===== src/rtl/atsd_pkg.sv =====
`timescale 1ns / 1ps
// ----------------------------------------------------------------------------
// atsd_pkg: shared types and constants of the TCP stream deframer
// Result record, byte kinds, status codes, preamble table, queue sizing.
// ----------------------------------------------------------------------------
package atsd_pkg;

  // Fixed 16-byte stream preamble, first byte at index 0
  localparam logic [7:0] PREAMBLE [16] = '{
    8'h00, 8'h14, 8'h00, 8'h00,
    8'h41, 8'h53, 8'h43, 8'h2d,
    8'h45, 8'h31, 8'h2e, 8'h31,
    8'h37, 8'h00, 8'h00, 8'h00
  };

  localparam int PREAMBLE_LEN  = 16;
  localparam int SIZE_END      = 20;  // byte count after the last block size byte

  // Result queue between classifier and output stage (power of two)
  localparam int QUEUE_DEPTH = 4;
  localparam int QPTR_W      = $clog2(QUEUE_DEPTH);
  localparam int QCNT_W      = $clog2(QUEUE_DEPTH + 1);

  localparam int OUT_TDATA_W = 32;
  localparam int OUT_TUSER_W = 7;

  typedef enum logic [1:0] {
    KIND_PREAMBLE,
    KIND_SIZE,
    KIND_PDU
  } kind_t;

  typedef enum logic [2:0] {
    ST_OK,
    ST_BAD_PREAMBLE,
    ST_SHORT_LEN,
    ST_OVERRUN,
    ST_DEAD
  } status_t;

  typedef struct packed {
    logic [7:0]  data;
    kind_t       kind;
    logic        pdu_first;
    logic        pdu_last;
    logic        block_last;
    logic [19:0] pdu_length;
    status_t     status;
  } result_t;

endpackage


===== src/rtl/acn_tcp_stream_deframer.sv =====
`timescale 1ns / 1ps
// ----------------------------------------------------------------------------
// acn_tcp_stream_deframer: ACN TCP stream preamble / PDU block deframer
// Path: an accepted byte is written into the result queue, then loaded into the
//   output register once that is free. Throughput: one byte per cycle while the
//   queue has room, bounded by the classifier state update (20-bit count compare and 32-bit block consumed compare).
// Reset: synchronous, active low; clears framing state, queue and output
//   valid. No clearing pass, the block takes bytes right after reset.
// ----------------------------------------------------------------------------
module acn_tcp_stream_deframer (
  input  logic                              clk,
  input  logic                              rst_n,
  // Input byte stream
  input  logic                              in_tvalid,
  output logic                              in_tready,
  input  logic [7:0]                        in_tdata,   // [7:0] in_byte
  // Tagged byte stream
  output logic                              out_tvalid,
  input  logic                              out_tready,
  output logic [atsd_pkg::OUT_TDATA_W-1:0]  out_tdata,  // [7:0] out_byte,
                                                        // [27:8] pdu_length,
                                                        // [31:28] zero
  output logic [atsd_pkg::OUT_TUSER_W-1:0]  out_tuser,  // [1:0] byte_kind,
                                                        // [2] pdu_first,
                                                        // [3] pdu_last,
                                                        // [6:4] status
  output logic                              out_tlast   // block_last
);

  // Front: classify each request and push its result into the queue
  logic               push;
  logic               q_full;
  logic               q_empty;
  logic               q_pop;
  atsd_pkg::result_t  res;
  atsd_pkg::result_t  q_data;

  // Accept whenever the queue has room; the output side drains it
  // independently, so a stalled consumer only backs up after the queue fills.
  assign in_tready = !q_full;
  assign push      = in_tvalid && in_tready;

  atsd_classify u_classify (
    .clk     (clk),
    .rst_n   (rst_n),
    .accept  (push),
    .byte_in (in_tdata),
    .res     (res)
  );

  // Short queue between front and back
  atsd_queue u_queue (
    .clk       (clk),
    .rst_n     (rst_n),
    .push      (push),
    .push_data (res),
    .full      (q_full),
    .pop       (q_pop),
    .pop_data  (q_data),
    .empty     (q_empty)
  );

  // Back: output register and packing onto the stream ports
  atsd_emit u_emit (
    .clk        (clk),
    .rst_n      (rst_n),
    .q_empty    (q_empty),
    .q_data     (q_data),
    .q_pop      (q_pop),
    .out_tvalid (out_tvalid),
    .out_tready (out_tready),
    .out_tdata  (out_tdata),
    .out_tuser  (out_tuser),
    .out_tlast  (out_tlast)
  );

  // --------------------------------------------------------------------------
  // Assertions
  // --------------------------------------------------------------------------

  // Once an error is reported, the very next request is reported dead
  a_error_latches: assert property (@(posedge clk) disable iff (!rst_n)
    push && (res.status == atsd_pkg::ST_BAD_PREAMBLE ||
             res.status == atsd_pkg::ST_SHORT_LEN ||
             res.status == atsd_pkg::ST_OVERRUN)
    |=> !push || res.status == atsd_pkg::ST_DEAD)
    else $error("deframer error did not latch the stream dead");

  // Block end always closes a PDU
  a_block_last_pdu: assert property (@(posedge clk) disable iff (!rst_n)
    push && res.block_last |-> res.pdu_last && res.kind == atsd_pkg::KIND_PDU)
    else $error("block_last without pdu_last on a PDU byte");

  // Flags byte carries no decoded length yet
  a_first_no_len: assert property (@(posedge clk) disable iff (!rst_n)
    push && res.pdu_first |-> res.kind == atsd_pkg::KIND_PDU && res.pdu_length == '0)
    else $error("pdu_first on a byte with a decoded length");

  // Queue never pops while empty nor takes a request while full
  a_queue_bounds: assert property (@(posedge clk) disable iff (!rst_n)
    !(q_pop && q_empty) && !(push && q_full))
    else $error("result queue overflow or underflow");

endmodule


===== src/rtl/atsd_classify.sv =====
`timescale 1ns / 1ps
// ----------------------------------------------------------------------------
// atsd_classify: front end of the deframer
// Track preamble, block size and PDU framing; tag each accepted byte.
// ----------------------------------------------------------------------------
module atsd_classify (
  input  logic               clk,
  input  logic               rst_n,
  input  logic               accept,
  input  logic [7:0]         byte_in,
  output atsd_pkg::result_t  res
);

  typedef enum logic [1:0] {
    PH_PREAMBLE,
    PH_SIZE,
    PH_HEADER,
    PH_BODY
  } phase_t;

  phase_t      phase_r, phase_nxt;
  logic [19:0] cnt_r, cnt_nxt;
  logic [31:0] bsize_r, bsize_nxt;
  logic [31:0] bcons_r, bcons_nxt;
  logic [19:0] psize_r, psize_nxt;
  logic        long_r, long_nxt;
  logic        alive_r, alive_nxt;

  logic [19:0] cnt_inc;
  logic [31:0] cons_inc;
  logic        cons_hit;
  logic [19:0] len_bytes;
  logic        pdu_done;
  logic        chk;

  assign cnt_inc   = cnt_r + 20'd1;
  assign cons_inc  = bcons_r + 32'd1;
  assign cons_hit  = (cons_inc == bsize_r);
  assign len_bytes = long_r ? 20'd3 : 20'd2;

  always_comb begin
    phase_nxt = phase_r;
    cnt_nxt   = cnt_r;
    bsize_nxt = bsize_r;
    bcons_nxt = bcons_r;
    psize_nxt = psize_r;
    long_nxt  = long_r;
    alive_nxt = alive_r;
    pdu_done  = 1'b0;
    chk       = 1'b0;
    res            = '0;
    res.data       = byte_in;
    res.kind       = atsd_pkg::KIND_PREAMBLE;
    res.status     = atsd_pkg::ST_OK;

    if (!alive_r) begin
      res.status = atsd_pkg::ST_DEAD;
    end else begin
      case (phase_r)
        PH_SIZE: begin
          res.kind  = atsd_pkg::KIND_SIZE;
          bsize_nxt = {bsize_r[23:0], byte_in};
          cnt_nxt   = cnt_inc;
          if (cnt_inc >= 20'(atsd_pkg::SIZE_END)) begin
            cnt_nxt = '0;
            if (bsize_nxt == '0) begin
              phase_nxt = PH_PREAMBLE;
            end else begin
              bcons_nxt = '0;
              phase_nxt = PH_HEADER;
            end
          end
        end
        PH_HEADER: begin
          res.kind  = atsd_pkg::KIND_PDU;
          bcons_nxt = cons_inc;
          if (cnt_r == '0) begin
            res.pdu_first = 1'b1;
            long_nxt      = byte_in[7];
            psize_nxt     = {16'd0, byte_in[3:0]};
            cnt_nxt       = 20'd1;
            chk           = 1'b1;
          end else begin
            psize_nxt = {psize_r[11:0], byte_in};
            cnt_nxt   = cnt_inc;
            if (cnt_inc >= len_bytes) begin
              res.pdu_length = psize_nxt;
              if (psize_nxt < len_bytes) begin
                res.status = atsd_pkg::ST_SHORT_LEN;
                alive_nxt  = 1'b0;
              end else if (psize_nxt == cnt_inc) begin
                pdu_done = 1'b1;
              end else begin
                phase_nxt = PH_BODY;
                chk       = 1'b1;
              end
            end else begin
              chk = 1'b1;
            end
          end
        end
        PH_BODY: begin
          res.kind       = atsd_pkg::KIND_PDU;
          res.pdu_length = psize_r;
          bcons_nxt      = cons_inc;
          cnt_nxt        = cnt_inc;
          if (cnt_inc == psize_r) begin
            pdu_done = 1'b1;
          end else begin
            chk = 1'b1;
          end
        end
        default: begin
          if (byte_in != atsd_pkg::PREAMBLE[cnt_r[3:0]]) begin
            res.status = atsd_pkg::ST_BAD_PREAMBLE;
            alive_nxt  = 1'b0;
          end else begin
            cnt_nxt = cnt_inc;
            if (cnt_inc >= 20'(atsd_pkg::PREAMBLE_LEN)) begin
              phase_nxt = PH_SIZE;
              bsize_nxt = '0;
            end
          end
        end
      endcase

      // Block filled while the PDU is still open
      if (chk && cons_hit) begin
        res.status = atsd_pkg::ST_OVERRUN;
        alive_nxt  = 1'b0;
      end

      if (pdu_done) begin
        res.pdu_last = 1'b1;
        cnt_nxt      = '0;
        if (cons_hit) begin
          res.block_last = 1'b1;
          phase_nxt      = PH_PREAMBLE;
        end else begin
          phase_nxt = PH_HEADER;
        end
      end
    end
  end

  always_ff @(posedge clk) begin
    if (!rst_n) begin
      phase_r <= PH_PREAMBLE;
      cnt_r   <= '0;
      bsize_r <= '0;
      bcons_r <= '0;
      psize_r <= '0;
      long_r  <= 1'b0;
      alive_r <= 1'b1;
    end else if (accept) begin
      phase_r <= phase_nxt;
      cnt_r   <= cnt_nxt;
      bsize_r <= bsize_nxt;
      bcons_r <= bcons_nxt;
      psize_r <= psize_nxt;
      long_r  <= long_nxt;
      alive_r <= alive_nxt;
    end
  end

endmodule


===== src/rtl/atsd_queue.sv =====
`timescale 1ns / 1ps
// ----------------------------------------------------------------------------
// atsd_queue: short result queue
// Decouple the classifier from the output stage so each stalls on its own.
// ----------------------------------------------------------------------------
module atsd_queue (
  input  logic               clk,
  input  logic               rst_n,
  input  logic               push,
  input  atsd_pkg::result_t  push_data,
  output logic               full,
  input  logic               pop,
  output atsd_pkg::result_t  pop_data,
  output logic               empty
);

  atsd_pkg::result_t                  mem_r [atsd_pkg::QUEUE_DEPTH];
  logic [atsd_pkg::QPTR_W-1:0]        wr_ptr_r;
  logic [atsd_pkg::QPTR_W-1:0]        rd_ptr_r;
  logic [atsd_pkg::QCNT_W-1:0]        count_r, count_nxt;

  assign full     = (count_r == atsd_pkg::QCNT_W'(atsd_pkg::QUEUE_DEPTH));
  assign empty    = (count_r == '0);
  assign pop_data = mem_r[rd_ptr_r];

  always_comb begin
    count_nxt = count_r;
    if (push && !pop) begin
      count_nxt = count_r + 1'b1;
    end else if (pop && !push) begin
      count_nxt = count_r - 1'b1;
    end
  end

  always_ff @(posedge clk) begin
    if (push) begin
      mem_r[wr_ptr_r] <= push_data;
    end
  end

  always_ff @(posedge clk) begin
    if (!rst_n) begin
      wr_ptr_r <= '0;
      rd_ptr_r <= '0;
      count_r  <= '0;
    end else begin
      if (push) begin
        wr_ptr_r <= wr_ptr_r + 1'b1;
      end
      if (pop) begin
        rd_ptr_r <= rd_ptr_r + 1'b1;
      end
      count_r <= count_nxt;
    end
  end

endmodule


===== src/rtl/atsd_emit.sv =====
`timescale 1ns / 1ps
// ----------------------------------------------------------------------------
// atsd_emit: back end of the deframer
// Pull results from the queue into the output register and pack the stream.
// ----------------------------------------------------------------------------
module atsd_emit (
  input  logic                                clk,
  input  logic                                rst_n,
  input  logic                                q_empty,
  input  atsd_pkg::result_t                   q_data,
  output logic                                q_pop,
  output logic                                out_tvalid,
  input  logic                                out_tready,
  output logic [atsd_pkg::OUT_TDATA_W-1:0]    out_tdata,
  output logic [atsd_pkg::OUT_TUSER_W-1:0]    out_tuser,
  output logic                                out_tlast
);

  logic              valid_r;
  atsd_pkg::result_t hold_r;

  // Load whenever the register is empty or its request is being taken
  assign q_pop = !q_empty && (!valid_r || out_tready);

  always_ff @(posedge clk) begin
    if (!rst_n) begin
      valid_r <= 1'b0;
    end else if (q_pop) begin
      valid_r <= 1'b1;
    end else if (out_tready) begin
      valid_r <= 1'b0;
    end
  end

  always_ff @(posedge clk) begin
    if (q_pop) begin
      hold_r <= q_data;
    end
  end

  assign out_tvalid = valid_r;
  assign out_tdata  = {4'd0, hold_r.pdu_length, hold_r.data};
  assign out_tuser  = {hold_r.status, hold_r.pdu_last, hold_r.pdu_first, hold_r.kind};
  assign out_tlast  = hold_r.block_last;

endmodule

===== config.mk =====
export PLATFORM = sky130hd
export DESIGN_NAME = acn_tcp_stream_deframer
export DESIGN_NICKNAME = d
export VERILOG_FILES = /design/src/rtl/atsd_pkg.sv /design/src/rtl/acn_tcp_stream_deframer.sv /design/src/rtl/atsd_classify.sv /design/src/rtl/atsd_queue.sv /design/src/rtl/atsd_emit.sv
export SDC_FILE = /design/constraint.sdc
export NUM_CORES = 1
export LEC_CHECK = 0
export BUFFER_PORTS_ARGS = -buffer_cell sky130_fd_sc_hd__buf_2
export CAP_MARGIN = 10
export CORE_UTILIZATION = 55
export CTS_BUF_LIST = sky130_fd_sc_hd__clkbuf_8
export DETAILED_ROUTE_END_ITERATION = 8
export GPL_TIMING_DRIVEN = 0
export PLACE_DENSITY = 0.72
export SYNTH_ARGS = -nofsm -noshare
export SYNTH_HDL_FRONTEND = slang
export SYNTH_SLANG_ARGS = --single-unit

===== constraint.sdc =====
create_clock -name clk -period 10.8 [get_ports clk]
set_input_delay 0.54 -clock clk [delete_from_list [all_inputs] [get_ports clk]]
set_output_delay 0.54 -clock clk [all_outputs]
set_load 0.02 [all_outputs]

Word-level counts from Yosys, hierarchy flattened
Memories as Yosys holds them, arrays and structs flattened. A register that Yosys moved wholly into a read port is not among the register bits.
Index checks and enable logic that the tools add are counted.
{"block": "op_classes", "n_addsub": 6, "magnitude_cmp": 5, "n_eq_ne": 19, "mux": 67, "bitwise_logic": 2, "n_reduce_logical": 27}
{"op": "32-bit two-way mux", "n": 4}
{"op": "32-bit one-hot mux with 2 select lines", "n": 2}
{"op": "20-bit two-way mux", "n": 5}
{"op": "20-bit one-hot mux with 3 select lines", "n": 1}
{"op": "23-bit two-way mux", "n": 2}
{"op": "20-bit equality test", "n": 2}
{"op": "20-bit by 5-bit >= comparator with 1-bit output, second input constant", "n": 2}
{"op": "20-bit one-hot mux with 2 select lines", "n": 1}
{"op": "32-bit by 1-bit adder with 32-bit output, second input constant", "n": 1}
{"op": "32-bit equality test", "n": 1}
{"op": "32-bit zero test", "n": 1}
{"op": "1-bit two-way mux", "n": 27}
{"op": "25-bit two-way mux", "n": 1}
{"op": "2-bit two-way mux", "n": 12}
{"op": "20-bit by 1-bit adder with 20-bit output, second input constant", "n": 1}
{"op": "20-bit >= comparator", "n": 1}
{"op": "20-bit zero test", "n": 1}
{"op": "20-bit less-than comparator", "n": 1}
{"op": "8-bit two-way mux", "n": 2}
{"op": "3-bit two-way mux", "n": 4}
{"op": "10-bit AND reduction", "n": 1}
{"op": "5-bit AND reduction", "n": 2}
{"op": "3-bit inequality test, second input constant", "n": 3}
{"op": "8-bit inequality test", "n": 1}
{"op": "27 further kinds", "n": 47}
{"block": "totals", "reg_bits": 116, "ram_bits": 144, "mem_bits_ro": 128, "in_bits": 12, "out_inout_bits": 42, "memories": 2}
{"memory": "u_queue.mem_r", "words": 4, "word_bits": 36, "rd": 1, "rd_ports_with_merged_regs": 1, "wr": 1, "line_no": "atsd_queue.sv:17", "text": "atsd_pkg::result_t mem_r [atsd_pkg::QUEUE_DEPTH];"}
{"memory": "(no name shown)", "words": 16, "word_bits": 8, "rd": 1, "rd_ports_with_merged_regs": 0, "wr": 0, "line_no": "atsd_classify.sv:114", "text": "if (byte_in != atsd_pkg::PREAMBLE[cnt_r[3:0]]) begin"}

Logic depth before layout (Yosys ltp)
Gate-level depths: netlist (run 1).
{"block": "depth", "ltp_word": 11, "depth_mapped": 14, "ltp_nobuf": 13}

Cells and area by module
From an unflattened synthesis (run 1), not the netlist that was laid out.
{"block": "unflattened", "cells_unflattened": 1435, "hier_area_um2": 15118.2}
{"module": "atsd_classify", "n_inst": 1, "cells_each": 1157, "area_each_um2": 8255.4}
{"module": "atsd_queue", "n_inst": 1, "cells_each": 231, "area_each_um2": 5694.2}
{"module": "atsd_emit", "n_inst": 1, "cells_each": 45, "area_each_um2": 1158.6}
{"module": "acn_tcp_stream_deframer", "n_inst": 1, "cells_each": 2, "area_each_um2": 10.0}

Worst setup path after synthesis (run 1)
Ideal clock, no wire load.
{"block": "synth_timing", "path_type": "input to register", "from": "input port out_tready", "to": "register u_queue.count_r[2] (netlist name)", "setup_time_ps": 70, "arrival_time_ps": 3636, "slack_ps": 7093, "cell_stages": 9, "cell_sequence": "inv_1 -> a21oi_1 -> inv_1 -> ha_1 -> inv_1 -> fa_1 -> xor2_1 -> or3_1 -> a21oi_1"}
{"block": "synth_between", "elab_chain_cells": 5, "word_cells_on_any_way": 7, "cone_classes": "mux (1); reduce/logical (6)"}
{"element": "from (decl)", "line_no": "acn_tcp_stream_deframer.sv:19", "text": "input logic out_tready,"}
{"element": "1-bit logical OR *", "line_no": "atsd_emit.sv:23", "text": "assign q_pop = !q_empty && (!valid_r || out_tready);"}
{"element": "1-bit logical AND *", "line_no": "atsd_emit.sv:23"}
{"element": "net q_pop", "line_no": "acn_tcp_stream_deframer.sv:34", "text": "logic q_pop;"}
{"element": "1-bit zero test", "line_no": "atsd_queue.sv:28", "text": "if (push && !pop) begin"}
{"element": "1-bit logical AND", "line_no": "atsd_queue.sv:28"}
{"element": "3-bit two-way mux / 2-bit nonzero test (equally long branches)"}
{"element": "to (signal assigned)", "line_no": "atsd_queue.sv:53", "text": "count_r <= count_nxt;"}
{"element": "to (decl)", "line_no": "atsd_queue.sv:20", "text": "logic [atsd_pkg::QCNT_W-1:0] count_r, count_nxt;"}
The timed path passes the listed nets; every way through them passes the cells marked *.
A chain may end at the register's enable or synchronous reset.

==> results of run 1 <==
==> synth_stat cells (all sizes together), types with 5 or more instances <==
cell type  instances
edfxtp           180
nor2             123
dfxtp            116
nand2             95
a21oi             92
clkbuf            92
nand3             73
xnor2             73
o21ai             58
a22oi             38
mux4              36
inv               35
nor4              34
xor2              31
nand4             30
a31oi             27
buf               25
nor3              21
or3               21
and2              20
ha                20
and3              16
nand2b            16
mux2i             15
and4               9
or4                9
a211oi             7
a41oi              6
nand4b             6
nor2b              6
nor3b              6
nand3b             5
o311ai             5
o31ai              5
o41ai              5
==> layout by cell type, fill, tap and decap left out, drive strengths merged, types with 20 or more instances in the layout <==
cell type	synthesis	layout
edfxtp	180	180
clkbuf	92	142
nor2	123	123
dfxtp	116	116
nand2	95	95
a21oi	92	92
buf	25	79
xnor2	73	73
nand3	73	73
o21ai	58	58
inv	35	57
a22oi	38	38
mux4	36	36
nor4	34	34
xor2	31	31
nand4	30	30
a31oi	27	27
or3	21	21
nor3	21	21
ha	20	20
and2	20	20
==> path summary, 6_finish.rpt <==
check                                      start                             endpoint  cells after the start
max           u_classify.bcons_r[3]$_SDFFE_PN0P_        u_queue.mem_r[0][0]$_DFFE_PP_                     11
min                                  in_tdata[4]       u_queue.mem_r[0][32]$_DFFE_PP_                      1
max reg2reg   u_classify.bcons_r[3]$_SDFFE_PN0P_        u_queue.mem_r[0][0]$_DFFE_PP_                     11
min reg2reg  u_classify.bsize_r[24]$_SDFFE_PN0P_  u_classify.bsize_r[24]$_SDFFE_PN0P_                      2
==> metal layers <==
metal	vias up	part of all wire (%)	global-route usage (%)
li1	5488	-	-
met1	5755	44	40.7
met2	557	45	43.3
met3	82	8.3	4.78
met4	0	2.5	8.98
met5	-	0	0
==> cell type report <==
type,instances,area [um2]
Fill cell,2109,10100
Inverter,36,135
Timing Repair Buffer,54,345
Tap cell,341,427
Multi-Input combinational cell,968,6660
Clock inverter,37,228
Clock buffer,50,688
Buffer,117,482
Sequential cell,296,7730
==> logic make-up (layout without fill, tap and decap cells) <==
family	after synthesis	in the layout	share of synthesized area (%)
and+or+nand+nor	499	499	17.4
DFF	296	296	51.6
AOI/OAI and AO/OA	282	282	11.8
buffers and inverters	153	294	4.12
xor gates and xnor gates	107	107	6.53
muxes	54	54	6.64
adders and majority gates	22	22	1.87
other	1	4	0.0250
==> registers in the layout (all words and copies together), names as in the netlist <==
name	cells
u_queue.mem_r	144
u_classify.bcons_r	32
u_classify.bsize_r	32
u_emit.out_tdata	28
u_classify.cnt_r	20
u_classify.psize_r	20
u_emit.out_tuser	7
u_queue.count_r	3
u_classify.phase_r	2
u_queue.rd_ptr_r	2
u_queue.wr_ptr_r	2
u_classify.alive_r	1
u_classify.long_r	1
u_emit.out_tlast	1
u_emit.out_tvalid	1
==> power by group through the flow <==
stage / Clock, mW / Combinational (mW) / Sequential (mW)
after floorplan: 0 / 0.370 / 1.55
after global placement: 0 / 0.653 / 1.46
after detailed placement: 0 / 0.689 / 1.45
after CTS: 0.943 / 0.690 / 1.43
after global routing: 0.986 / 0.737 / 1.44
final: 0.926 / 0.685 / 1.43
==> through the flow <==
stage	utilization, %	instances	power [mW]	hold WS (ns)	instance area (um2)
final	62.3	1899	3.04	0.201	16700
after global routing	62.3	1899	3.16	0.193	16700
after CTS	62.3	1899	3.06	0.168	16700
after detailed placement	58.9	1812	2.14	0.464	15800
after global placement	58.4	1807	2.11	0.454	15700
after floorplan	-	1417	1.92	0.444	15000
==> flow_summary.ini, run 1 <==
[setup_path]
crit_fanout = 10
setup.worst_path.end_class = flip-flop
cpMostUsedCell = nand2_1
cp_data_arrival_time_ns = 5.00
slowest_delay_ns = 0.84
worstSetupPathType = reg -> reg
cp_num_buf_inv = 2
cp_slowest_cell = nor4_1
required_ns = 11.14
critPathLaunchType = flip-flop
crit_path_cell_trace = clkbuf_1 > and4_1 > nand3_1 > nor4_1 > nand2_1 > or4_1 > a2111oi_0 > nand4_1 > inv_1 > nand2_1 > a21oi_1
cp_top_family = simple AND/OR/NAND/NOR gates
reg2reg_setup_slack_ns = 6.14

[drt]
drc_errors = 0
wl_per_cell_um = 20.7
viasPerCell = 6.26
routed_wl_um = 39300
drt-initial-drc-count = 1275
ant_nets = 0
dr.pass1.iters = 5
via_count = 11900

[sta]
skew_ns = 0.0355
fmax_ghz = 0.215
hold_viol_final = 0
maxSlewHeadroom_pct = 36.1
setup_ws_ns = 6.14
setup_viol = 0
grt_setup_unrepaired = no
max_slew.worst_pin.slew_ns = 0.959
post-route-period-util_pct = 43.1
fin_crit_ns = 4.66
fin_tns_setup_ns = 0
drv_slew = 0

[logic_synthesis]
synth_async_sr_flop_share_pct = 0
synth_top_cell_by_area = edfxtp_1
synth.cell_area_um2 = 15000
synth_edf_count = 180
yosys_warnings = 0
synthCells = 1414
synth_area_per_cell_um2 = 10.6
synth_seq_cells = 296
yosys.area.top_type_share_pct = 36.1
ys.flop_type = edfxtp_1
yosys-top-cells-area = edfxtp_1 (36%), dfxtp_1 (16%), mux4_2 (5.4%)
synth_cell_types = 80
seq_area_frac_synth_pct = 51.6

[cts]
path_clk_slew_ns = 0.07
insertion_delay_ns = 0.59
cts_resized = 0
cts.sinks = 296
cts_made_buffers = 47
hold_buffers = 0
clock_path_buffers = 3
post_cts_buffers = 0
cts_root_buf = clkbuf_8
cts.htree.levels = 2
cts_tree = done

[power_and_ir_drop]
swShare_pct = 30.5
p_sw_mw = 0.928
p_int_mw = 2.11
p_per_area_nw_per_um2 = 182
power.leakage_nw = 5.66
vdd_drop_max_mv = 0.0867
clock_power_share_pct = 30.5
seqPwrFrac_pct = 47.0
combPwrFrac_pct = 22.5

[min_path]
hold_path.class = in -> reg

[grt]
grt_max_degree = 36
track_usage_pct = 28.2
grt_pass1_vias = 11000
antenna_found_initial = 0
grt_pass1_wl_um = 61200
grt-ovfl-total = 0

[layout]
final_layout_size_suffix_gt1_share_pct = 12.4
area.growth.synth_to_final_pct = 11.5
fin_nets = 1553
diodes = 0

[place]
dp_slack_ns = 6.29
port_buffers = 49
gp_congestion = 0.944
dp_hpwl_um = 27100

[floorplan]
fp.dieH_um = 167
die-area_um2 = 27900
chipWidth_um = 167
num_io_pins = 54
fp-row-count = 60
core_area_um2 = 26800
start_util_pct = 55.9

[flow_run]
drv_cap = 0

[outcome]
status = complete, no violations
No activity file was read; power rests on OpenSTA's default activity.
==> run 2: changes to the inputs <==
Clock period 10.8 ns to 4.5 ns, I/O delays scaled along.
==> flow_summary.ini, run 2 (synthesis gave the netlist of run 1 again) <==
[outcome]
status = complete, no violations

[drt]
wl_per_cell_um = 20.6
viasPerCell = 6.23
via_count = 11900
ant_nets = 0
drc_errors = 0
drt-initial-drc-count = 1339
routed_wl_um = 39500
dr.pass1.iters = 5

[grt]
grt_pass1_vias = 11100
busiest_layer = met2
antenna_found_initial = 0
use_met3_pct = 4.92
track_usage_pct = 28.4
grt_pass1_wl_um = 61600
grt_max_degree = 36
met2_usage_pct = 43.9
grt-ovfl-total = 0
met1_usage_pct = 40.9

[min_path]
hold_path.class = in -> reg
holdPathEnd = u_classify.bcons_r[7]$_SDFFE_PN0P_
hold_depth = 4
min_from = rst_n

[place]
post-place-cells = 1812
dp_hpwl_um = 27100
dp_slack_ns = -0.00609
gp_congestion = 0.944
port_buffers = 49

[cts]
cts.htree.levels = 2
cts_tree = done
cts_made_buffers = 47
cts.sinks = 296
insertion_delay_ns = 0.59
path_clk_slew_ns = 0.06
cts_root_buf = clkbuf_8
clock_path_buffers = 3

[sta]
grt_setup_unrepaired = no
fmax_ghz = 0.230
max_slew.worst_pin.slew_ns = 0.958
maxSlewHeadroom_pct = 36.1
setup_ws_ns = 0.159
setup_viol = 0
skew_ns = 0.0335
hold_viol_final = 0
fin_crit_ns = 4.34
post-route-period-util_pct = 96.5
drv_slew = 0

[layout]
area.growth.synth_to_final_pct = 12.6
diodes = 0
stdcell_count = 1912
largestRegisters = u_queue.mem_r x144, u_classify.bcons_r x32, u_classify.bsize_r x32
largest_reg_flops = 144
layout_commonest_cell = edfxtp_1
fin_nets = 1566
layout_common_cells = edfxtp_1 (180), nor2_1 (122), dfxtp_1 (116)
final_layout_size_suffix_gt1_share_pct = 13.0
regMostFlops = u_queue.mem_r

[setup_path]
reg2reg_depth = 13
reg2reg_to = u_classify.cnt_r[12]$_SDFFE_PN0P_
setup.worst_path.end_class = flip-flop
crit_fanout = 9
cp_data_arrival_time_ns = 4.82
required_ns = 4.98
critPathLaunchType = flip-flop
slowest_delay_ns = 0.55
worstSetupPathType = reg -> reg
crit_path_cell_trace = ha_1 > nand3_4 > or4_1 > buf_2 > a221oi_1 > o311ai_0 > nor4b_1 > and2_1 > a32o_2 > nor3b_4 > buf_4 > and3_1 > a221o_1
reg2reg_setup_slack_ns = 0.16
cp_slowest_cell = dfxtp_1
r2r_start = u_classify.cnt_r[1]$_SDFFE_PN0P_

[floorplan]
start_util_pct = 55.9
die-area_um2 = 27900
chipWidth_um = 167
core_area_um2 = 26800
fp.dieH_um = 167
fp-row-count = 60
num_io_pins = 54

[power_and_ir_drop]
p_per_area_nw_per_um2 = 433
power.leakage_nw = 5.76
vdd_drop_max_mv = 0.241
totalPowerFinal_mw = 7.30

[flow_run]
drv_cap = 0
==> run 2: cell types whose count changed in the layout (fill, tap and decap cells not counted), sizes merged <==
cell | previous run | this run
dlygate4sd3 | 0 | 9
buf | 79 | 83
==> run 2: worst max-delay path: cells and delay by family, from the launching register on <==
| kind | cells | cell delay, ns |
|---|---|---|
| compound gates | 4 | 1.28 |
| fa+ha+maj | 1 | 0.36 |
| buf+inv | 2 | 0.35 |
| flops | 1 | 0.55 |
| simple gates | 6 | 1.68 |
==> run 2: layout make-up <==
class	instances	area, um2
flip-flops and latches	296	7730
multi-input cells	968	6710
clock inverters	37	228
plain buffers	117	484
fillers	2082	9930
inverters	36	135
well taps	341	427
clock buffers	50	688
repair buffers	67	465
==> run 2: power breakdown <==
part	switching [mW]	internal, mW	leakage, nW
clock	1.06	1.15	0.545
combinational	1.05	0.602	2.60
sequential	0.110	3.32	2.62
==> run 2: how the worst max path moves through the flow <==
stage	startpoint	endpoint	slack, ns	cells past startpoint
floorplan	u_queue.count_r[0]$_SDFFE_PN0P_	u_queue.count_r[2]$_SDFFE_PN0P_	0.90	9
global placement	u_queue.count_r[0]$_SDFFE_PN0P_	u_queue.count_r[2]$_SDFFE_PN0P_	-0.09	9
detailed placement	u_classify.bcons_r[3]$_SDFFE_PN0P_	u_queue.mem_r[0][0]$_DFFE_PP_	-0.006	11
CTS	u_classify.cnt_r[1]$_SDFFE_PN0P_	u_classify.bcons_r[30]$_SDFFE_PN0P_	0.05	13
global route	u_classify.cnt_r[1]$_SDFFE_PN0P_	u_classify.bcons_r[10]$_SDFFE_PN0P_	0.02	13
finish	u_classify.cnt_r[1]$_SDFFE_PN0P_	u_classify.cnt_r[12]$_SDFFE_PN0P_	0.16	13
==> run 2: through the flow <==
step / utilization (%) / cell area [um2] / hold WS [ns] / TNS [ns]
final: 62.9 / 16900 / 0.104 / 0
after global routing: 62.9 / 16900 / 0.106 / 0
after CTS: 62.7 / 16800 / 0.0690 / 0
after detailed placement: 58.9 / 15800 / 0.464 / -0.0242
after global placement: 58.4 / 15700 / 0.454 / -0.508
after floorplan: - / 15000 / 0.324 / 0
==> run 2: timing repair <==
item | 4_1_cts | 5_1_grt
buffers inserted | 0 | 4
pin swaps | 0 | 2
endpoints found under the setup margin | 9 | 43
endpoints found under the hold margin | 33 | 0
hold buffers | 9 | 0
gates resized for setup | 2 | 12
==> run 2: layer usage <==
layer | part of all wire, % | wire (um)
met1 | 44 | 17300
met2 | 45 | 17900
met3 | 8.5 | 3340
met4 | 2.2 | 866
met5 | 0 | 0
==> run 3: changes to the inputs <==
Clock period 4.5 ns to 5.1 ns, I/O delays scaled along.
==> flow_summary.ini, run 3 (synthesis gave the netlist of run 1 again) <==
[floorplan]
die-area_um2 = 27900
fp.dieH_um = 167
fp-row-count = 60
chipWidth_um = 167
num_io_pins = 54
start_util_pct = 55.9
core_area_um2 = 26800

[power_and_ir_drop]
seqPwrFrac_pct = 47.0
vdd_drop_max_mv = 0.213
p_per_area_nw_per_um2 = 383
swShare_pct = 30.5
power.leakage_nw = 5.70
clock_power_share_pct = 30.4
p_int_mw = 4.47
combPwrFrac_pct = 22.6
p_sw_mw = 1.96

[outcome]
status = complete, no violations

[grt]
grt_max_degree = 36
antenna_found_initial = 0
grt-ovfl-total = 0
grt_pass1_vias = 11100
track_usage_pct = 28.3
grt_pass1_wl_um = 61600

[cts]
cts_tree = done
path_clk_slew_ns = 0.06
cts_resized = 0
cts.htree.levels = 2
clock_path_buffers = 3
cts_root_buf = clkbuf_8
cts_made_buffers = 47
insertion_delay_ns = 0.59
cts.sinks = 296

[sta]
hold_viol_final = 0
fin_tns_setup_ns = 0
max_slew.worst_pin.slew_ns = 0.952
fin_crit_ns = 4.72
drv_slew = 0
maxSlewHeadroom_pct = 36.5
grt_setup_unrepaired = no
hold-worst-slack_ns = 0.123
fmax_ghz = 0.212
setup_viol = 0
setup_ws_ns = 0.376
skew_ns = 0.0367
post-route-period-util_pct = 92.6

[setup_path]
cp_top_family = simple AND/OR/NAND/NOR gates
slowest_delay_ns = 0.86
cp_data_arrival_time_ns = 5.06
cp_slowest_cell = nor4_1
crit_path_cell_trace = clkbuf_1 > and4_1 > nand3_1 > nor4_1 > nand2_1 > or4_1 > a2111oi_0 > nand4_1 > inv_1 > nand2_1 > a21oi_1
cpMostUsedCell = nand2_1
critPathLaunchType = flip-flop
required_ns = 5.43
cp_num_buf_inv = 2
setup.worst_path.end_class = flip-flop
worstSetupPathType = reg -> reg
crit_fanout = 10

[place]
port_buffers = 49
post-place-cells = 1812
placed_area_um2 = 15800
gp_congestion = 0.944
dp_hpwl_um = 27100
dp_slack_ns = 0.594

[layout]
area.growth.synth_to_final_pct = 12.1
diodes = 0
largest_reg_flops = 144
regMostFlops = u_queue.mem_r
layout_commonest_cell = edfxtp_1
layout_common_cells = edfxtp_1 (180), nor2_1 (122), dfxtp_1 (116)
final_layout_size_suffix_gt1_share_pct = 12.3
fin_nets = 1562
largestRegisters = u_queue.mem_r x144, u_classify.bcons_r x32, u_classify.bsize_r x32
fillers = 2095
finalInstanceArea_um2 = 16800
stdcell_count = 1908

[drt]
viasPerCell = 6.23
drc_errors = 0
wl_per_cell_um = 20.6
dr.pass1.iters = 6
ant_nets = 0
routed_wl_um = 39400
drt-initial-drc-count = 1244
via_count = 11900

[min_path]
hold_path.class = in -> reg

[flow_run]
drv_cap = 0
## run 3: changes by cell type in the layout (fill, tap and decap cells not counted), moves of 2 or more
cell,previous run,this run
nor4_1,29,31
buf_4,13,9
clkbuf_2,2,0
a2111oi_0,1,3
clkbuf_1,90,92
## run 3: repair_timing
item,4_1_cts,5_1_grt
buffers inserted,0,0
hold buffers,9,0
hold endpoints to repair,33,0
## run 3: metal layers
layer	global-route usage (%)	vias to the layer above	part of all wire, %
met4	8.74	0	2.3
met1	40.8	5761	44
li1	-	5497	-
met3	4.97	75	8.6
met2	43.8	557	45
met5	0	-	0
## run 3: final cells by class
type                            count  area [um2]  area share [%]
Buffer                            117         482            2.87
Clock buffer                       50         688            4.10
Clock inverter                     37         228            1.36
Inverter                           36         135           0.805
Multi-Input combinational cell    968        6660            39.7
Sequential cell                   296        7730            46.0
Tap cell                          341         427            2.54
Timing Repair Buffer               63         435            2.59
## run 3: power by group through the flow
stage / Sequential [mW] / Combinational [mW] / Clock, mW
after global routing: 3.05 / 1.57 / 2.09
after floorplan: 3.28 / 0.784 / 0
after detailed placement: 3.07 / 1.46 / 0
after CTS: 3.03 / 1.47 / 2.00
final: 3.02 / 1.46 / 1.95
after global placement: 3.08 / 1.38 / 0
## run 3: worst paths after layout
check	to	startpoint	slack, ns	cells after the start
worst max register to register	u_queue.mem_r[0][0]$_DFFE_PP_	u_classify.bcons_r[3]$_SDFFE_PN0P_	0.38	11
worst max-delay path	u_queue.mem_r[0][0]$_DFFE_PP_	u_classify.bcons_r[3]$_SDFFE_PN0P_	0.38	11
worst min register to register	u_classify.bsize_r[24]$_SDFFE_PN0P_	u_classify.bsize_r[24]$_SDFFE_PN0P_	0.47	2
worst min-delay path	u_classify.bcons_r[7]$_SDFFE_PN0P_	rst_n	0.12	4
## run 3: tightest hold or removal path, stage by stage
cell,delay [ns]
buf_2,0.12
inv_1,0.11
or4_1,0.12
o21ai_0,0.06
## run 3: stage by stage
| stage | utilization, % | power, mW |
|---|---|---|
| 3_5_place_dp | 58.9 | 4.53 |
| 3_3_place_gp | 58.4 | 4.47 |
| 4_1_cts | 62.6 | 6.49 |
| 6_report | 62.6 | 6.43 |
| 2_1_floorplan | - | 4.06 |
| 5_1_grt | 62.6 | 6.71 |
